==> config.mk <==
export PLATFORM = sky130hd
export DESIGN_NAME = utf16_index_to_line_unit
export DESIGN_NICKNAME = d
export VERILOG_FILES = /design/src/rtl/u16l_pkg.sv /design/src/rtl/u16l_utf8_dec.sv /design/src/rtl/u16l_counter.sv /design/src/rtl/utf16_index_to_line_unit.sv
export SDC_FILE = /design/constraint.sdc
export NUM_CORES = 1
export LEC_CHECK = 0
export ABC_AREA = 1
export BUFFER_PORTS_ARGS = -buffer_cell sky130_fd_sc_hd__clkbuf_2
export CORE_ASPECT_RATIO = 1.75
export CORE_UTILIZATION = 45
export DETAILED_ROUTE_END_ITERATION = 8
export SETUP_SLACK_MARGIN = 0.05
export SLEW_MARGIN = 20
export SYNTH_ARGS = -nofsm -noshare
export SYNTH_HDL_FRONTEND = slang
export SYNTH_SLANG_ARGS = --single-unit
==> constraint.sdc <==
create_clock -name i_clk -period 8.4 [get_ports i_clk]
set_input_delay 0.84 -clock i_clk [delete_from_list [all_inputs] [get_ports i_clk]]
set_output_delay 0.84 -clock i_clk [all_outputs]
set_load 0.02 [all_outputs]
==> src/rtl/u16l_pkg.sv <==
`timescale 1ns / 1ps
`default_nettype none
// ----------------------------------------------------------------------------
// u16l_pkg
// Shared types and constants for the UTF-16 index to line unit.
// ----------------------------------------------------------------------------
package u16l_pkg;

    localparam int COUNT_WIDTH_DEF = 32;
    localparam int CODE_WIDTH      = 21;
    localparam int LINE_WIDTH      = 31;
    localparam int QUERY_WIDTH     = 32;

    localparam logic [CODE_WIDTH-1:0] CHAR_LF  = 21'h0000A;
    localparam logic [CODE_WIDTH-1:0] CHAR_CR  = 21'h0000D;
    localparam logic [CODE_WIDTH-1:0] CHAR_PS  = 21'h02029;
    localparam logic [CODE_WIDTH-1:0] BMP_LAST = 21'h0FFFF;

    localparam logic [LINE_WIDTH-1:0] LINE_MAX = 31'h7FFF_FFFF;

    // one decoded event per byte
    typedef struct packed {
        logic                  char_valid;
        logic                  zero_byte;
        logic [CODE_WIDTH-1:0] code;
    } t_char_evt;

endpackage

`default_nettype wire

==> src/rtl/u16l_utf8_dec.sv <==
`timescale 1ns / 1ps
`default_nettype none
// ----------------------------------------------------------------------------
// u16l_utf8_dec
// UTF-8 decoder: holds the partial character and the terminated flag, and
// flags each completed character or early zero byte.
// ----------------------------------------------------------------------------
module u16l_utf8_dec (
    input  wire logic                 i_clk,
    input  wire logic                 i_rst_n,
    input  wire logic                 i_byte_en,
    input  wire logic                 i_clear,
    input  wire logic [7:0]           i_data_byte,
    output u16l_pkg::t_char_evt       o_evt
);

    logic [u16l_pkg::CODE_WIDTH-1:0] r_acc, n_acc;
    logic [1:0]                      r_left, n_left;
    logic                            r_term, n_term;
    logic [u16l_pkg::CODE_WIDTH-1:0] cont_acc;

    assign cont_acc = {r_acc[u16l_pkg::CODE_WIDTH-7:0], i_data_byte[5:0]};

    always_comb begin
        n_acc  = r_acc;
        n_left = r_left;
        n_term = r_term;
        o_evt  = '0;
        if (i_clear) begin
            n_acc  = '0;
            n_left = '0;
            n_term = 1'b0;
        end else if (i_byte_en && !r_term) begin
            if (i_data_byte == 8'h00) begin
                n_acc           = '0;
                n_left          = '0;
                n_term          = 1'b1;
                o_evt.zero_byte = 1'b1;
            end else if (i_data_byte[7:6] == 2'b10) begin
                if (r_left == 2'd0) begin
                    o_evt.char_valid = 1'b1;
                    o_evt.code       = {13'd0, i_data_byte};
                end else begin
                    n_left = r_left - 2'd1;
                    if (r_left == 2'd1) begin
                        n_acc            = '0;
                        o_evt.char_valid = 1'b1;
                        o_evt.code       = cont_acc;
                    end else begin
                        n_acc = cont_acc;
                    end
                end
            end else begin
                n_acc  = '0;
                n_left = '0;
                if (!i_data_byte[7]) begin
                    o_evt.char_valid = 1'b1;
                    o_evt.code       = {13'd0, i_data_byte};
                end else if (i_data_byte[7:5] == 3'b110) begin
                    n_acc  = {16'd0, i_data_byte[4:0]};
                    n_left = 2'd1;
                end else if (i_data_byte[7:4] == 4'b1110) begin
                    n_acc  = {17'd0, i_data_byte[3:0]};
                    n_left = 2'd2;
                end else if (i_data_byte[7:3] == 5'b11110) begin
                    n_acc  = {18'd0, i_data_byte[2:0]};
                    n_left = 2'd3;
                end else begin
                    // invalid lead byte: one-byte character
                    o_evt.char_valid = 1'b1;
                    o_evt.code       = {13'd0, i_data_byte};
                end
            end
        end
    end

    always_ff @(posedge i_clk) begin
        if (!i_rst_n) begin
            r_acc  <= '0;
            r_left <= '0;
            r_term <= 1'b0;
        end else begin
            r_acc  <= n_acc;
            r_left <= n_left;
            r_term <= n_term;
        end
    end

endmodule

`default_nettype wire

==> src/rtl/u16l_counter.sv <==
`timescale 1ns / 1ps
`default_nettype none
// ----------------------------------------------------------------------------
// u16l_counter
// UTF-16 unit and line counter with CR pairing and freeze at the query index.
// ----------------------------------------------------------------------------
module u16l_counter #(
    parameter int COUNT_WIDTH = u16l_pkg::COUNT_WIDTH_DEF
) (
    input  wire logic                                i_clk,
    input  wire logic                                i_rst_n,
    input  wire logic signed [u16l_pkg::QUERY_WIDTH-1:0] i_query_index,
    input  wire u16l_pkg::t_char_evt                 i_evt,
    input  wire logic                                i_end,
    output logic [u16l_pkg::LINE_WIDTH-1:0]          o_line
);

    localparam int SW = COUNT_WIDTH + 2;
    localparam int EW = (SW > u16l_pkg::QUERY_WIDTH) ? SW : u16l_pkg::QUERY_WIDTH;

    logic [COUNT_WIDTH-1:0]          r_units, n_units;
    logic [u16l_pkg::LINE_WIDTH-1:0] r_lines, n_lines;
    logic                            r_stopped, n_stopped;
    logic                            r_cr, n_cr;

    logic                            is_lf, is_cr, pair;
    logic                            do_a, do_b, brk_b;
    logic [1:0]                      units_b;
    logic [SW-1:0]                   sum_a, sum_b;
    logic [EW-1:0]                   q_ext;
    logic                            q_neg, stop_a, stop_b;
    logic                            ok_a, go_b, ok_b;
    logic [u16l_pkg::LINE_WIDTH-1:0] lines_a;

    assign is_lf = (i_evt.code == u16l_pkg::CHAR_LF);
    assign is_cr = (i_evt.code == u16l_pkg::CHAR_CR);
    assign pair  = i_evt.char_valid && r_cr && is_lf;

    // lone CR before another character, a zero byte or the end
    assign do_a = r_cr && ((i_evt.char_valid && !is_lf) || i_evt.zero_byte || i_end);

    always_comb begin
        do_b    = 1'b0;
        brk_b   = 1'b0;
        units_b = 2'd1;
        if (i_evt.char_valid) begin
            if (pair) begin
                do_b    = 1'b1;
                brk_b   = 1'b1;
                units_b = 2'd2;
            end else if (!is_cr) begin
                do_b  = 1'b1;
                brk_b = is_lf || (i_evt.code == u16l_pkg::CHAR_PS);
                if (i_evt.code > u16l_pkg::BMP_LAST) begin
                    units_b = 2'd2;
                end
            end
        end
    end

    assign q_neg = i_query_index[u16l_pkg::QUERY_WIDTH-1];
    assign q_ext = {{(EW-u16l_pkg::QUERY_WIDTH+1){1'b0}},
                    i_query_index[u16l_pkg::QUERY_WIDTH-2:0]};

    assign sum_a = {2'b00, r_units} + {{(SW-1){1'b0}}, 1'b1};
    assign sum_b = {2'b00, r_units} + {{(SW-2){1'b0}}, units_b}
                   + {{(SW-1){1'b0}}, (do_a && !r_stopped)};

    assign stop_a = q_neg || (EW'(sum_a) > q_ext) || (sum_a[SW-1:COUNT_WIDTH] != 2'b00);
    assign stop_b = q_neg || (EW'(sum_b) > q_ext) || (sum_b[SW-1:COUNT_WIDTH] != 2'b00);

    assign ok_a = do_a && !r_stopped && !stop_a;
    assign go_b = do_b && !r_stopped && !(do_a && stop_a);
    assign ok_b = go_b && !stop_b;

    assign lines_a = (ok_a && r_lines != u16l_pkg::LINE_MAX) ? r_lines + 31'd1 : r_lines;
    assign o_line  = lines_a;

    always_comb begin
        n_units   = r_units;
        n_lines   = lines_a;
        n_stopped = r_stopped || (do_a && !r_stopped && stop_a) || (go_b && stop_b);
        n_cr      = r_cr;
        if (ok_b) begin
            n_units = sum_b[COUNT_WIDTH-1:0];
        end else if (ok_a) begin
            n_units = sum_a[COUNT_WIDTH-1:0];
        end
        if (ok_b && brk_b && lines_a != u16l_pkg::LINE_MAX) begin
            n_lines = lines_a + 31'd1;
        end
        if (i_evt.char_valid) begin
            n_cr = is_cr;
        end else if (i_evt.zero_byte) begin
            n_cr = 1'b0;
        end
        if (i_end) begin
            n_units   = '0;
            n_lines   = 31'd1;
            n_stopped = 1'b0;
            n_cr      = 1'b0;
        end
    end

    always_ff @(posedge i_clk) begin
        if (!i_rst_n) begin
            r_units   <= '0;
            r_lines   <= 31'd1;
            r_stopped <= 1'b0;
            r_cr      <= 1'b0;
        end else begin
            r_units   <= n_units;
            r_lines   <= n_lines;
            r_stopped <= n_stopped;
            r_cr      <= n_cr;
        end
    end

endmodule

`default_nettype wire

==> src/rtl/utf16_index_to_line_unit.sv <==
`timescale 1ns / 1ps
`default_nettype none
// ----------------------------------------------------------------------------
// utf16_index_to_line_unit
// Streams UTF-8 bytes and reports the line on which a UTF-16 index falls.
// ----------------------------------------------------------------------------
// Throughput: one item per cycle while o_in_ready is high; each byte updates the
//   decoder and counters in the cycle it is accepted.
// Result: the line number appears in the output register in the cycle after the
//   end item is accepted.
// Reset: synchronous active low; clears the text state and the output valid
//   flag, and sets the query index to zero.
module utf16_index_to_line_unit #(
    parameter int COUNT_WIDTH = u16l_pkg::COUNT_WIDTH_DEF
) (
    input  wire logic                                i_clk,
    input  wire logic                                i_rst_n,
    input  wire logic                                i_cfg_wr_en,
    input  wire logic [u16l_pkg::QUERY_WIDTH-1:0]    i_cfg_wr_data,
    input  wire logic                                i_in_valid,
    output logic                                     o_in_ready,
    input  wire logic [7:0]                          i_data_byte,
    input  wire logic                                i_end_of_text,
    output logic                                     o_out_valid,
    input  wire logic                                i_out_ready,
    output logic [u16l_pkg::LINE_WIDTH-1:0]          o_line_number
);

    logic signed [u16l_pkg::QUERY_WIDTH-1:0] r_query;
    logic                                    r_out_valid, n_out_valid;
    logic [u16l_pkg::LINE_WIDTH-1:0]         r_line;
    logic                                    accept, byte_en, end_en;
    u16l_pkg::t_char_evt                     evt;
    logic [u16l_pkg::LINE_WIDTH-1:0]         line_res;

    assign o_in_ready = !r_out_valid || i_out_ready;
    assign accept     = i_in_valid && o_in_ready;
    assign byte_en    = accept && !i_end_of_text;
    assign end_en     = accept && i_end_of_text;

    u16l_utf8_dec u_dec (
        .i_clk       (i_clk),
        .i_rst_n     (i_rst_n),
        .i_byte_en   (byte_en),
        .i_clear     (end_en),
        .i_data_byte (i_data_byte),
        .o_evt       (evt)
    );

    u16l_counter #(
        .COUNT_WIDTH (COUNT_WIDTH)
    ) u_cnt (
        .i_clk         (i_clk),
        .i_rst_n       (i_rst_n),
        .i_query_index (r_query),
        .i_evt         (evt),
        .i_end         (end_en),
        .o_line        (line_res)
    );

    always_comb begin
        n_out_valid = r_out_valid;
        if (end_en) begin
            n_out_valid = 1'b1;
        end else if (i_out_ready) begin
            n_out_valid = 1'b0;
        end
    end

    always_ff @(posedge i_clk) begin
        if (!i_rst_n) begin
            r_query     <= '0;
            r_out_valid <= 1'b0;
        end else begin
            if (i_cfg_wr_en) begin
                r_query <= i_cfg_wr_data;
            end
            r_out_valid <= n_out_valid;
        end
    end

    always_ff @(posedge i_clk) begin
        if (end_en) begin
            r_line <= line_res;
        end
    end

    assign o_out_valid   = r_out_valid;
    assign o_line_number = r_line;

endmodule

`default_nettype wire

### Yosys cells after proc, flatten, opt, wreduce, memory -nomap -nowiden

Cells that the tools add are included.

* eq/ne operators: 11
* add/sub/neg operators: 6
* bitwise logic cells: 1
* mux-type cells: 52
* reductions and logical operators: 47
* order comparisons: 3

Operators by type and width (number)
* $mux W21: 7
* $mux W15: 7
* $gt A34 B31 Y1: 2
* $mux W32: 2
* $add A31 B1 Y31 const B: 2
* $mux W31: 2
* $ne A31 B31 Y1 const B: 2
* $mux W23: 2
* $eq A21 B4 Y1 const B: 2
* $add A34 B1 Y34: 1
* $add A32 B1 Y33 const B: 1
* $add A32 B2 Y33: 1
* $mux W2: 11
* $eq A21 B14 Y1 const B: 1
* $gt A21 B16 Y1 const B: 1
* $logic_and A1 B1 Y1: 19
* $mux W1: 19
* $logic_or A1 B1 Y1: 10
* $reduce_bool A2 Y1: 5
* $logic_not A1 Y1: 8
* $logic_not A8 Y1: 1
* $mux W8: 1
* $eq A5 B5 Y1 const B: 1
* $eq A4 B4 Y1 const B: 1
* 10 further kinds: 11

* register bits after elaboration: 147
* output and inout port bits: 33

### Depth between registers and ports, before layout

* depth after elaboration: 25
* mapped depth: 50
* gate-level depth less buffers: 48

### By module

Synthesis repeated with hierarchy kept, for this count alone.

* cell total of the unflattened synthesis: 1718
* area, all modules: 11537.3 sq um

Modules (own cells, without submodules)
* u16l_counter: instances 1, sequential area each 1301.2 sq um, area an instance 8287.9 sq um, cells each 1352
* utf16_index_to_line_unit: instances 1, sequential area each 1591.5 sq um, area an instance 2105.8 sq um, cells each 180
* u16l_utf8_dec: instances 1, sequential area each 360.3 sq um, area an instance 1143.6 sq um, cells each 186

### Worst setup path before layout

OpenSTA, ideal clock, no wires.

* path kind: in2reg
* from: input port i_out_ready
* to: register u_cnt.r_units[10]
* path slack: 1.091 ns
* arrival time: 7.189 ns
* required time: 8.280 ns
* stages: 38
* cells stage by stage: inv_1 > nand2_1 > nand2_1 > nor2_1 > o21ai_0 > a21oi_4 > ha_1 > ha_1 > nand2_1 > nor2_1 > nand2_1 > nor2_1 > nand2_1 > nor2_1 > nand4_1 > or2_2 > nor2_1 > nand2_1 > [2 not listed] > nor2_1 > xor2_1 > inv_1 > ha_1 > nand2_1 > nor2_1 > a211oi_1 > o21ai_0 > a21oi_1 > nand3_1 > nand2_1 > nand2_1 > nor2_4 > nor2_1 > buf_2 > buf_2 > a21oi_1 > a21oi_1

RTL lines
* start: declaration: RTL line utf16_index_to_line_unit.sv:25 `input wire logic i_out_ready,`
* $logic_or A1 B1 Y1 *: RTL line utf16_index_to_line_unit.sv:36 `assign o_in_ready = !r_out_valid || i_out_ready;`
* named net o_in_ready: RTL line utf16_index_to_line_unit.sv:21 `output logic o_in_ready,`
* $logic_and A1 B1 Y1 *: RTL line utf16_index_to_line_unit.sv:37 `assign accept = i_in_valid && o_in_ready;`
* $logic_and A1 B1 Y1 *: RTL line utf16_index_to_line_unit.sv:39 `assign end_en = accept && i_end_of_text;`
* named net end_en: RTL line utf16_index_to_line_unit.sv:32 `logic accept, byte_en, end_en;`
* branches (longest 15 deep; another with $add A34 B1 Y34)
* end signal: assignment: RTL line u16l_counter.sv:112 `r_units <= n_units;`
* end: declaration: RTL line u16l_counter.sv:21 `logic [COUNT_WIDTH-1:0] r_units, n_units;`

Mark *: on every way through the listed nets, which the timed path passes.
A chain may end at the register's enable or synchronous reset.

### Worst setup path after layout

* from: input port i_out_ready
* to: register u_cnt.r_units[17]

* longest elaborated chain between the ends: 20

RTL lines (RTL line)
* $logic_or A1 B1 Y1 *: utf16_index_to_line_unit.sv:36
* $logic_and A1 B1 Y1 *: utf16_index_to_line_unit.sv:37
* branches (longest 18 deep; another with $add A34 B1 Y34)

Every way passes the cells marked *.

==> reports/metrics.yaml <==
floorplan:
  floorplan.initialDensity_pct: 45.7
  die_width_microns: 126
  num_rows: 79
  dieHeight_microns: 219
  design.die.area_sq_mm: 0.0276
  io-pin-count: 79
  core_area_sq_mm: 0.0265
synthesis:
  summed_instance_area_of_the_synthesized_netlist_sq_mm: 0.0121
  yosysSeqAreaShare_pct: 26.9
  yosys.cell_count.top_type: "sky130_fd_sc_hd__nand2_1"
  synthTopCellsByArea: "sky130_fd_sc_hd__dfxtp_1, sky130_fd_sc_hd__nand2_1, sky130_fd_sc_hd__inv_1, sky130_fd_sc_hd__edfxtp_1, sky130_fd_sc_hd__nor2_1"
  syn_avg_cell_area_sq_um: 6.35
  synth.lib_cells_used.distinct: 53
  synthesis.nets: 2025
  ys_ff_latch: 147
  synth_async_sr_flop_share_pct: 0
  yosys_most_used_dff: "sky130_fd_sc_hd__dfxtp_1"
  ys_top_cells_by_count: "sky130_fd_sc_hd__nand2_1, sky130_fd_sc_hd__inv_1, sky130_fd_sc_hd__nor2_1"
  synth_largest_type_area_fraction_pct: 19.2
  synth_edf_count: 31
  synth.largest_area_cell: "sky130_fd_sc_hd__dfxtp_1"
  synthesis.yosys.warnings: 0
  post_synth_inst_count: 1907
final_layout:
  nets: 2100
  n_antenna_cell: 0
  layout.cells.non_filler: 2319
  syn2layout_area_growth_pct: 11.3
  final_core_utilization_pct: 50.9
  final.fill_count: 2830
  layout-drive-gt1-share_pct: 9.77
  finish.instance_area_sq_mm: 0.0135
sta:
  max_slew_headroom_at_the_worst_pin_pct: 29.6
  min_period_ns: 7.76
  min_period_over_period_pct: 92.4
  finClkSkew_ns: 0.00902
  final_hold_viol_count: 0
  finalSetupTns_ns: 0
  hold-worst-slack_ns: 0.464
  report.final.slew_viol_count: 0
  fmax_ghz: 0.129
  finalSetupViolCount: 0
  unrepaired_setup_endpoints_after_global_routing: "false"
  max_slew.worst_pin.slew_ns: 1.05
routing:
  routed_wirelength_microns: 44700
  drt_pre_antenna_iters: 5
  post_drt_wl_per_cell_microns: 19.3
  detail_route.drc_violations: 0
  dr_total_vias: 12600
  route.detailed.vias_per_inst: 5.42
  detail-route-antenna-nets: 0
  drt_first_iter_violations: 811
clocking:
  cts-root-to-sink-buffers: 2
  tritoncts_clock_tree: "done"
  holdBufCountCts: 0
  post-cts-setup-buffer-count: 0
  cts_htree_levels: 4
  post_cts_resized: 0
  clock_latency_on_the_worst_skew_pair_ns: 0.46
  path_clk_slew_ns: 0.07
  clock_sinks: 147
  ctsRootBufferMaster: "sky130_fd_sc_hd__clkbuf_16"
  numCtsBuffers: 17
worst_setup_path:
  critPathKind: "primary input to flop"
  worst_ep_required_time_ns: 8.81
  critical_path_fanouts_max: 14
  cp_dominant_cell_by_count: "sky130_fd_sc_hd__nand2_1"
  worst_setup_path_end_kind: "flop"
  critical-path-slowest-cell: "sky130_fd_sc_hd__nor4_1"
  timing.critical_path.arrival_ns: 8.17
  critPathLaunchType: "primary input"
  cpPeakStageDelay_ns: 0.41
placement:
  gpl.final_weighted_congestion: 1.02
  placement.cell_area_sq_mm: 0.0129
  dp_cells: 2287
  portbufs: 78
  sum_of_net_half_perimeters_after_detailed_placement_microns: 35600
grt:
  global_route.overflow_total: 0
  first_pass_grt_wire_length_microns: 66300
  pin_count_of_the_biggest_net_entering_global_routing: 78
  grtUsageTotal_pct: 32.7
  number_of_antenna_violations_at_the_first_check_in_global_routing: 0
  first_global_vias: 12100
flow_run:
  drv_cap: 0
power_and_ir_drop:
  p_sw_share_pct: 31.2
  p_leak_nw: 6.10
  part_of_the_power_in_combinational_logic_pct: 15.5
  power-per-cell-area_mw_per_mm2: 138
  clock_power_share_pct: 43.2
  max-vdd-ir-drop_v: 0.000151
  power_report.internal_total_w: 0.00128
  seq_power_share_pct: 41.3
  p_switching_w: 0.000580
status:
  status: "finished, final reports clean"
hold_path:
  kind_of_path_behind_the_tightest_hold_check: "flop to flop"
[critical path, delay by kind of cell]
kind                       cells  cell delay [ns]
and+or+nand+nor               28             4.79
AOI/OAI and AO/OA              6             0.99
buffers and inverters          7             0.71
adders and majority gates      2             0.55
xor gates and xnor gates       1             0.27
[sequential cells by signal, indices dropped and copies added, names as in the netlist]
signal	cells
u_cnt.r_stopped	1
r_query	32
u_dec.r_term	1
u_dec.r_acc	15
u_cnt.r_cr	1
u_dec.r_left	2
o_line_number	31
o_out_valid	1
u_cnt.r_lines	31
u_cnt.r_units	32
[routing by layer]
metal / vias to the layer above / share of wire, % / GRT usage (%)
met2: 350 / 56 / 65.1
li1: 6309 / - / -
met5: - / 0 / 0
met1: 5743 / 33 / 28.2
met4: 0 / 8.6 / 28.2
met3: 167 / 3.1 / 4.27
[power by group through the flow]
stage / Combinational [W] / Clock (W) / Sequential [W]
floorplan: 0.000183 / 0 / 0.000784
global placement: 0.000283 / 0 / 0.000783
detailed placement: 0.000287 / 0 / 0.000783
CTS: 0.000289 / 0.000812 / 0.000767
global route: 0.000320 / 0.000841 / 0.000770
finish: 0.000289 / 0.000802 / 0.000767
[worst paths after layout]
check	startpoint	to	slack (ns)	cells past startpoint
worst max register to register	u_dec.r_left[0]$_SDFFE_PP0P_	u_cnt.r_units[17]$_SDFFE_PP0P_	0.70	44
worst min-delay path	u_dec.r_acc[5]$_SDFFE_PP0P_	u_dec.r_acc[11]$_SDFFE_PP0P_	0.46	2
worst max-delay path	i_out_ready	u_cnt.r_units[17]$_SDFFE_PP0P_	0.64	44
worst min register to register	u_dec.r_acc[5]$_SDFFE_PP0P_	u_dec.r_acc[11]$_SDFFE_PP0P_	0.46	2
[cells in the final DEF (no fill, tap or decap), types with 7 or more instances in the layout]
cell	count
sky130_fd_sc_hd__inv_2	8
sky130_fd_sc_hd__nand4_1	44
sky130_fd_sc_hd__xnor2_1	13
sky130_fd_sc_hd__nor4_1	20
sky130_fd_sc_hd__xor2_1	102
sky130_fd_sc_hd__a31oi_1	9
sky130_fd_sc_hd__edfxtp_1	31
sky130_fd_sc_hd__a21oi_1	131
sky130_fd_sc_hd__clkbuf_16	18
sky130_fd_sc_hd__nor2_2	22
sky130_fd_sc_hd__inv_1	273
sky130_fd_sc_hd__nor3_1	49
sky130_fd_sc_hd__buf_4	24
sky130_fd_sc_hd__dfxtp_1	116
sky130_fd_sc_hd__inv_6	7
sky130_fd_sc_hd__o21ai_0	97
sky130_fd_sc_hd__nand3_1	70
sky130_fd_sc_hd__nor2_1	243
sky130_fd_sc_hd__nand2_1	491
sky130_fd_sc_hd__ha_1	71
sky130_fd_sc_hd__clkbuf_2	78
sky130_fd_sc_hd__o211ai_1	8
[kinds of logic after synthesis]
group           count (synthesis)  synth area share [%]
buf+inv                       331                  10.8
flops                         147                  26.9
simple gates                  972                  34.6
compound gates                270                  11.9
fa+ha+maj                      72                  7.50
xor+xnor                      115                  8.31
[through the flow]
step	power [W]	setup slack, ns
3_3_place_gp	0.00107	0.694
4_1_cts	0.00187	0.843
3_5_place_dp	0.00107	0.391
5_1_grt	0.00193	0.167
2_1_floorplan	0.000968	1.09
6_report	0.00186	0.637
[final cells by class]
cell class | count | area (sq um) | share of cell area (%)
Timing Repair Buffer | 103 | 591 | 4.38
Inverter | 284 | 1070 | 7.93
Multi-Input combinational cell | 1429 | 7570 | 56.1
Tap cell | 324 | 405 | 3.01
Clock inverter | 13 | 133 | 0.984
Clock buffer | 19 | 464 | 3.44
Sequential cell | 147 | 3250 | 24.1
No activity file was read; power rests on OpenSTA's default activity.
